$ cat src/design/assert_macros.svh
// ----------------------------------------------------------------------------
// assert_macros.svh
// Assertion helpers included by sliding_window_max_sum
// ----------------------------------------------------------------------------
`ifndef ASSERT_MACROS_SVH
`define ASSERT_MACROS_SVH

// property that must hold at every clock edge outside reset
`define ASSERT_ALWAYS(lbl, prop, msg) \
  lbl: assert property (@(posedge clk_i) disable iff (!rst_ni) (prop)) else $error(msg);

// implication whose consequent is checked in the next cycle
`define ASSERT_NEXT(lbl, ante, cons, msg) \
  lbl: assert property (@(posedge clk_i) disable iff (!rst_ni) (ante) |=> (cons)) \
    else $error(msg);

`endif

$ cat src/design/swms_pkg.sv
// ----------------------------------------------------------------------------
// swms_pkg
// Shared constants, types and helpers of the sliding window max sum block
// ----------------------------------------------------------------------------
`timescale 1ns / 1ps

package swms_pkg;

  // ring depth, must be a power of two so the slot pointer wraps naturally
  localparam int MAX_WINDOW  = 64;
  localparam int SAMPLE_BITS = 16;
  localparam int ADDR_W      = $clog2(MAX_WINDOW);
  localparam int CNT_W       = $clog2(MAX_WINDOW + 1);
  localparam int LEN_W       = 7;
  localparam int SUM_W       = SAMPLE_BITS + ADDR_W + 1;
  localparam int OUT_W       = 22;
  localparam int IN_TDATA_W  = ((SAMPLE_BITS + 7) / 8) * 8;
  localparam int OUT_TDATA_W = ((OUT_W + 7) / 8) * 8;

  typedef logic signed [SAMPLE_BITS-1:0] sample_t;
  typedef logic signed [SUM_W-1:0]       sum_t;

  // per-sample control handed from the address stage to the accumulate stage
  typedef struct packed {
    logic use_old;     // window already full before this sample
    logic first_full;  // window not yet full before this sample
    logic full_after;  // window full after this sample
    logic too_short;   // sequence still shorter than the window
    logic last;        // final sample of the sequence
  } s1_ctl_t;

  // clamp the programmed length into 1..MAX_WINDOW
  function automatic logic [CNT_W-1:0] eff_len(input logic [LEN_W-1:0] len);
    logic [CNT_W-1:0] res;
    if (len == '0) begin
      res = CNT_W'(1);
    end else if (int'(len) > MAX_WINDOW) begin
      res = CNT_W'(MAX_WINDOW);
    end else begin
      res = CNT_W'(len);
    end
    return res;
  endfunction

endpackage

$ cat src/design/swms_ring.sv
// ----------------------------------------------------------------------------
// swms_ring
// Sample ring memory, one write and one registered read per cycle while en_i is high
// ----------------------------------------------------------------------------
`timescale 1ns / 1ps

module swms_ring (
  input  logic                   clk_i,
  input  logic                   en_i,
  input  logic [swms_pkg::ADDR_W-1:0] wr_addr_i,
  input  swms_pkg::sample_t      wr_data_i,
  input  logic [swms_pkg::ADDR_W-1:0] rd_addr_i,
  output swms_pkg::sample_t      rd_data_o
);
  import swms_pkg::*;

  sample_t mem [MAX_WINDOW];
  sample_t rd_data_q;

  // read-first: a read of the slot being written returns the old sample
  always_ff @(posedge clk_i) begin
    if (en_i) begin
      rd_data_q      <= mem[rd_addr_i];
      mem[wr_addr_i] <= wr_data_i;
    end
  end

  assign rd_data_o = rd_data_q;

endmodule

$ cat src/design/swms_acc.sv
// ----------------------------------------------------------------------------
// swms_acc
// Running window sum and best sum, result of each sequence
// ----------------------------------------------------------------------------
`timescale 1ns / 1ps

module swms_acc (
  input  logic                 clk_i,
  input  logic                 rst_ni,
  input  logic                 clear_i,
  input  logic                 step_i,
  input  swms_pkg::s1_ctl_t    ctl_i,
  input  swms_pkg::sample_t    sample_i,
  input  swms_pkg::sample_t    old_i,
  output logic                 res_valid_o,
  output logic [swms_pkg::OUT_W-1:0] res_sum_o,
  output logic                 res_short_o
);
  import swms_pkg::*;

  sum_t window_total_q, window_total_d;
  sum_t best_total_q, best_total_d;
  sum_t new_total;
  sum_t best_upd;

  // add the incoming sample, drop the one leaving the window
  always_comb begin
    new_total = window_total_q + SUM_W'(sample_i);
    if (ctl_i.use_old) begin
      new_total = new_total - SUM_W'(old_i);
    end
    best_upd = best_total_q;
    if (ctl_i.full_after && (ctl_i.first_full || (new_total > best_total_q))) begin
      best_upd = new_total;
    end
  end

  // next state, cleared at sequence end and on clear_i
  always_comb begin
    window_total_d = window_total_q;
    best_total_d   = best_total_q;
    if (clear_i) begin
      window_total_d = '0;
      best_total_d   = '0;
    end else if (step_i) begin
      if (ctl_i.last) begin
        window_total_d = '0;
        best_total_d   = '0;
      end else begin
        window_total_d = new_total;
        best_total_d   = best_upd;
      end
    end
  end

  always_ff @(posedge clk_i or negedge rst_ni) begin
    if (!rst_ni) begin
      window_total_q <= '0;
      best_total_q   <= '0;
    end else begin
      window_total_q <= window_total_d;
      best_total_q   <= best_total_d;
    end
  end

  // result of the final sample
  assign res_valid_o = step_i && ctl_i.last;
  assign res_short_o = ctl_i.too_short;
  assign res_sum_o   = ctl_i.too_short ? '1 : best_upd[OUT_W-1:0];

endmodule

$ cat src/design/sliding_window_max_sum.sv
// ----------------------------------------------------------------------------
// sliding_window_max_sum
// Largest sum over any window_len consecutive samples of a sequence
// ----------------------------------------------------------------------------
// The block takes one signed sample per cycle and gives one result per
// sequence. The sample marked with tlast passes the accumulate stage
// registers, and its result then goes into the output register unless an
// earlier result still waits there. When not stalled, the rate is
// one sample per clock: the ring memory takes one write and one
// read each cycle, and the accumulate stage does one add, one subtract and
// one compare per sample. Input stalls only while a finished result waits
// at the output and the next sequence end has already reached the
// accumulate stage. Writing window_len clears the sequence state; write it
// only while no sequence is in flight. Ring entries need no clearing.
`timescale 1ns / 1ps

module sliding_window_max_sum (
  input  logic                          clk_i,
  input  logic                          rst_ni,
  // config write channel
  input  logic                          cfg_valid_i,
  output logic                          cfg_ready_o,
  input  logic [swms_pkg::LEN_W-1:0]    cfg_data_i,
  // sample stream
  input  logic                          s_axis_tvalid_i,
  output logic                          s_axis_tready_o,
  input  logic [swms_pkg::IN_TDATA_W-1:0] s_axis_tdata_i,  // [15:0] sample
  input  logic                          s_axis_tlast_i,
  // result stream
  output logic                          m_axis_tvalid_o,
  input  logic                          m_axis_tready_i,
  output logic [swms_pkg::OUT_TDATA_W-1:0] m_axis_tdata_o, // [21:0] max_sum
  output logic                          m_axis_tuser_o   // [0] too_short
);
  import swms_pkg::*;
  `include "assert_macros.svh"

  logic [LEN_W-1:0]  window_len_q;
  logic [CNT_W-1:0]  seen_count_q, seen_count_d;
  logic [ADDR_W-1:0] write_slot_q, write_slot_d;
  logic [CNT_W-1:0]  len_eff;
  logic [CNT_W-1:0]  seen_after;
  logic [ADDR_W-1:0] old_slot;
  logic              cfg_wr;
  logic              accept;
  logic              stall;
  sample_t           in_sample;
  s1_ctl_t           s0_ctl;

  logic              s1_valid_q;
  s1_ctl_t           s1_ctl_q;
  sample_t           s1_sample_q;
  sample_t           old_sample;

  logic              res_valid;
  logic [OUT_W-1:0]  res_sum;
  logic              res_short;
  logic              out_valid_q;
  logic [OUT_W-1:0]  out_sum_q;
  logic              out_short_q;

  assign cfg_ready_o = 1'b1;
  assign cfg_wr      = cfg_valid_i && cfg_ready_o;

  // hold the input while a second sequence end would overrun the output
  assign stall           = s1_valid_q && s1_ctl_q.last && out_valid_q && !m_axis_tready_i;
  assign s_axis_tready_o = !stall;
  assign accept          = s_axis_tvalid_i && s_axis_tready_o;
  assign in_sample       = s_axis_tdata_i[SAMPLE_BITS-1:0];

  // address stage: ring slots and window fill flags
  always_comb begin
    len_eff    = eff_len(window_len_q);
    seen_after = (int'(seen_count_q) < MAX_WINDOW) ? seen_count_q + CNT_W'(1)
                                                   : seen_count_q;
    old_slot   = ADDR_W'(CNT_W'(write_slot_q) - len_eff);
    s0_ctl.use_old    = seen_count_q >= len_eff;
    s0_ctl.first_full = seen_count_q < len_eff;
    s0_ctl.full_after = seen_after >= len_eff;
    s0_ctl.too_short  = seen_after < len_eff;
    s0_ctl.last       = s_axis_tlast_i;
  end

  always_comb begin
    seen_count_d = seen_count_q;
    write_slot_d = write_slot_q;
    if (cfg_wr) begin
      seen_count_d = '0;
      write_slot_d = '0;
    end else if (accept) begin
      if (s_axis_tlast_i) begin
        seen_count_d = '0;
        write_slot_d = '0;
      end else begin
        seen_count_d = seen_after;
        write_slot_d = write_slot_q + ADDR_W'(1);
      end
    end
  end

  always_ff @(posedge clk_i or negedge rst_ni) begin
    if (!rst_ni) begin
      window_len_q <= LEN_W'(1);
      seen_count_q <= '0;
      write_slot_q <= '0;
    end else begin
      if (cfg_wr) begin
        window_len_q <= cfg_data_i;
      end
      seen_count_q <= seen_count_d;
      write_slot_q <= write_slot_d;
    end
  end

  // sample ring
  swms_ring u_ring (
    .clk_i     (clk_i),
    .en_i      (accept),
    .wr_addr_i (write_slot_q),
    .wr_data_i (in_sample),
    .rd_addr_i (old_slot),
    .rd_data_o (old_sample)
  );

  // accumulate stage registers
  always_ff @(posedge clk_i or negedge rst_ni) begin
    if (!rst_ni) begin
      s1_valid_q <= 1'b0;
    end else if (!stall) begin
      s1_valid_q <= accept;
    end
  end

  always_ff @(posedge clk_i) begin
    if (accept) begin
      s1_ctl_q    <= s0_ctl;
      s1_sample_q <= in_sample;
    end
  end

  swms_acc u_acc (
    .clk_i       (clk_i),
    .rst_ni      (rst_ni),
    .clear_i     (cfg_wr),
    .step_i      (s1_valid_q && !stall),
    .ctl_i       (s1_ctl_q),
    .sample_i    (s1_sample_q),
    .old_i       (old_sample),
    .res_valid_o (res_valid),
    .res_sum_o   (res_sum),
    .res_short_o (res_short)
  );

  // output register
  always_ff @(posedge clk_i or negedge rst_ni) begin
    if (!rst_ni) begin
      out_valid_q <= 1'b0;
    end else if (res_valid) begin
      out_valid_q <= 1'b1;
    end else if (m_axis_tready_i) begin
      out_valid_q <= 1'b0;
    end
  end

  always_ff @(posedge clk_i) begin
    if (res_valid) begin
      out_sum_q   <= res_sum;
      out_short_q <= res_short;
    end
  end

  assign m_axis_tvalid_o = out_valid_q;
  assign m_axis_tdata_o  = OUT_TDATA_W'(out_sum_q);
  assign m_axis_tuser_o  = out_short_q;

  // checks
  `ASSERT_ALWAYS(a_short_is_minus_one,
    !(m_axis_tvalid_o && m_axis_tuser_o) || (m_axis_tdata_o[OUT_W-1:0] == '1),
    "too_short result must carry -1")
  `ASSERT_ALWAYS(a_stall_cause,
    s_axis_tready_o || (s1_valid_q && s1_ctl_q.last && out_valid_q),
    "input stalled without a pending sequence end")
  `ASSERT_ALWAYS(a_count_bound, int'(seen_count_q) <= MAX_WINDOW,
    "sample count above ring depth")
  `ASSERT_NEXT(a_result_kept, out_valid_q && !m_axis_tready_i,
    out_valid_q && $stable(out_sum_q), "waiting result overwritten")

endmodule
$ cat config.mk
export PLATFORM = sky130hd
export DESIGN_NAME = sliding_window_max_sum
export DESIGN_NICKNAME = d
export VERILOG_FILES = /design/src/design/swms_pkg.sv /design/src/design/swms_ring.sv /design/src/design/swms_acc.sv /design/src/design/sliding_window_max_sum.sv
export VERILOG_INCLUDE_DIRS = /design/src /design/src/design
export SDC_FILE = /design/constraint.sdc
export NUM_CORES = 1
export LEC_CHECK = 0
export BUFFER_PORTS_ARGS = -buffer_cell sky130_fd_sc_hd__buf_2
export CAP_MARGIN = 20
export CORE_ASPECT_RATIO = 2
export CORE_MARGIN = 2
export CORE_UTILIZATION = 60
export CTS_CLUSTER_SIZE = 8
export DETAILED_ROUTE_END_ITERATION = 6
export PLACE_DENSITY_LB_ADDON = 0.1
export SETUP_SLACK_MARGIN = 0.05
export SLEW_MARGIN = 10
export SYNTH_ARGS = -nofsm -noshare
export SYNTH_HDL_FRONTEND = slang
export SYNTH_SLANG_ARGS = --single-unit
export TNS_END_PERCENT = 20
$ cat constraint.sdc
create_clock -name clk_i -period 10 [get_ports clk_i]
set_input_delay 2 -clock clk_i [delete_from_list [all_inputs] [get_ports clk_i]]
set_output_delay 2 -clock clk_i [all_outputs]
set_load 0.005 [all_outputs]
==> run_results.csv <==
group,metric,value,unit
outcome,outcome,"finished clean",
floorplanning,die_h,403,µm
finish,multi_input_area,12700,µm²
drt,ant_nets,0,
worst_setup_path,cp.arrival,8.10,ns
timing,tightest_slew,1.11,ns
clock_network,cts_hold_buf,0,
finish,final_common_cell,"edfxtp_1",
floorplanning,rows,146,
finish,drive_gt1_share,25.6,%
placement,portBuffers,53,
clock_network,cts_root_buffer,"clkbuf_16",
logic_synthesis,synth_cells,2448,
drt,vias_per_cell,6.48,
worst_setup_path,crit_path_max_fanout,28,
placement,gp_congestion,0.914,
timing,fin_skew,0.0423,ns
logic_synthesis,ys_ff_latch,1152,
pwr,p_leak,0.0183,µW
logic_synthesis,synth.avg_cell_area,19.5,µm²
worst_setup_path,end_kind,"register",
finish,final_cell_mix,"edfxtp_1 (1084), mux4_2 (320), clkbuf_16 (164), nor2_1 (131), buf_4 (95)",
placement,place_area,49600,µm²
floorplanning,die-area,82000,µm²
grt,grt_max_degree,120,
timing,rsz0062_at_grt,"no",
timing,finalSetupViolations,0,
clock_network,numCtsBuffers,162,
pwr,power-per-cell-area,240,nW/µm²
finish,fill_cells,4974,
logic_synthesis,syn_area,47800,µm²
worst_setup_path,start_kind,"register",
finish,area_growth,13.3,%
timing,timing.slew.headroom,26.1,%
logic_synthesis,synth_edf_count,1084,
placement,place_ws,2.68,ns
logic_synthesis,synth.distinct_cells,75,
drt,wl_per_cell,29.7,µm
drt,drt-initial-drc-count,2093,
placement,dp_hpwl,68400,µm
timing,hold_violations,0,
grt,grtUsageTotal,28.0,%
grt,grt_pass1_wl,165000,µm
floorplanning,start_util,60.4,%
grt,grt_pass1_vias,25900,
worst_setup_path,worst_path_max_delay_cell,"nor3_4",
timing,setup_tns,0,ns
logic_synthesis,async_flop_share,5.90,%
logic_synthesis,yosys_warnings,0,
finish,diodes,0,
logic_synthesis,synth_top_cell_by_area,"edfxtp_1",
clock_network,cts_tree,"done",
timing,finalCriticalPeriod,7.42,ns
drt,via_count,24200,
worst_setup_path,cp.buffers_inverters,2,
finish,regArea,34300,µm²
pwr,ir_drop,187,µV
timing,min_period_over_period,74.2,%
logic_synthesis,ys_seq_area_share,71.7,%
hold_path,hp-class,"register to register",
worst_setup_path,crit_type,"register to register",
grt,grt-ovfl-total,0,
clock_network,cts_resized,0,
drt,dr.pass1.iters,5,
timing,fmax,135,MHz
clock_network,insertion_delay,0.74,ns
flow_run,drv_cap,0,
clock_network,clock_sink_count,1152,
clock_network,clk_pin_slew,0.06,ns
pwr,power.total,13000,µW
drt,drc,0,
logic_synthesis,synth_top_flop_cell,"edfxtp_1",
floorplanning,core,79100,µm²
clock_network,cts.htree.levels,4,
timing,slew_viol_final,0,
worst_setup_path,max_stage_delay,0.78,ns
timing,final.setup.worst_slack,2.58,ns
worst_setup_path,worst_path_dominant_cell_family,"compound AO/OA/AOI/OAI gates",
clock_network,cts_setup_buffers,0,
timing,fin_hold_ws,0.489,ns
worst_setup_path,worst_path_most_repeated_cell,"a21o_1",
logic_synthesis,synth_top_area_share,68.1,%
worst_setup_path,required,10.67,ns
floorplanning,dieWidth,204,µm
floorplanning,io_pins,57,
drt,totalWireLength,111000,µm
logic_synthesis,synth.area.top_cells,"edfxtp_1 (68%), mux4_2 (15%), dfrtp_1 (3.5%), ha_1 (2.3%), nor2_1 (1.1%)",
finish,design_area,54100,µm²
clock_network,clk_path_buf_depth,3,
grt,antenna_found_initial,2,
finish,nets,2776,
tightest hold or removal path, stage by stage, from the launching register on:
cell and delay [ns]:
dfrtp_1 0.34, nand2_1 0.05, o21ai_0 0.06
where the power goes:
group          switching, µW  leakage [µW]  internal, µW  total (µW)
logic                   1580       0.00542          1120        2700
clock network           1920       0.00216          2930        4860
registers               42.2        0.0107          5380        5430
total                   3540        0.0183          9440       13000
flip-flops by register name, summed over array words and instances, names as in the netlist:
| name | flops |
|---|---|
| write_slot_q | 6 |
| u_acc.window_total_q | 23 |
| window_len_q | 7 |
| u_ring.rd_data_o | 16 |
| s1_ctl_q | 5 |
| m_axis_tuser_o | 1 |
| u_ring.mem | 1024 |
| m_axis_tvalid_o | 1 |
| s1_sample_q | 16 |
| s1_valid_q | 1 |
| out_sum_q | 22 |
| seen_count_q | 7 |
| u_acc.best_total_q | 23 |
metal layers:
| layer | vias to the layer above | wire [µm] | share of wire (%) | global-route usage (%) |
|---|---|---|---|---|
| met3 | 257 | 5330 | 4.8 | 3.88 |
| met5 | - | 0 | 0 | 0 |
| met2 | 881 | 61100 | 55 | 50.6 |
| li1 | 10400 | - | - | - |
| met4 | 0 | 5870 | 5.3 | 14.6 |
| met1 | 12700 | 38500 | 35 | 32.5 |
through the flow:
step | instances | util, %
2_1_floorplan | 2449 | -
3_3_place_gp | 3522 | 62.6
3_5_place_dp | 3522 | 62.6
4_1_cts | 3724 | 68.3
5_1_grt | 3730 | 68.4
6_report | 3730 | 68.4
cell families (layout without fill, tap and decap cells):
family                   Yosys count  count (layout)  synth area share, %
AO/OA/AOI/OAI                    290             290                 4.11
XOR/XNOR                          44              44                0.838
adder cells (fa/ha/maj)           91              91                 2.43
buffers and inverters            185             430                 1.79
flip-flops                      1152            1152                 71.7
multiplexers                     357             357                 15.9
other                              2               3               0.0157
AND/OR/NAND/NOR                  327             327                 3.21
cells in the mapped netlist, drive strengths merged, types with 9 or more instances:
master and instances:
nor2 134, mux4 320, o21ai 54, xor2 13, nor2b 27, o21a 9, nor3 11, inv 75
clkbuf 52, a211oi 22, nand3 25, edfxtp 1084, o211ai 15, nand2b 9, mux2 10, a22o 29
nand4 10, mux2i 27, xnor2 31, dfrtp 67, ha 88, buf 57, a21oi 78, and3 14
nand2 70, a21o 23
layout make-up:
type                            count  share of cell area (%)
Inverter                           76                   0.527
Timing Repair Buffer              152                    2.04
Tap cell                         1036                    2.40
Clock buffer                      188                    7.77
Clock inverter                     14                   0.446
Sequential cell                  1152                    63.3
Multi-Input combinational cell   1112                    23.5
final timing paths:
| kind | startpoint | endpoint | slack (ns) | cells after the start |
|---|---|---|---|---|
| max | u_acc.window_total_q[0]$_DFFE_PN0P_ | u_acc.best_total_q[11]$_DFFE_PN0P_ | 2.58 | 27 |
| min | u_acc.window_total_q[11]$_DFFE_PN0P_ | u_acc.window_total_q[11]$_DFFE_PN0P_ | 0.49 | 2 |
| max reg2reg | u_acc.window_total_q[0]$_DFFE_PN0P_ | u_acc.best_total_q[11]$_DFFE_PN0P_ | 2.58 | 27 |
| min reg2reg | u_acc.window_total_q[11]$_DFFE_PN0P_ | u_acc.window_total_q[11]$_DFFE_PN0P_ | 0.49 | 2 |
| max in group asynchronous | rst_ni | write_slot_q[2]$_DFFE_PN0P_ | 7.85 | 2 |
| min in group asynchronous | rst_ni | u_acc.best_total_q[14]$_DFFE_PN0P_ | 1.49 | 2 |
Power figures use the tool's default switching activity.
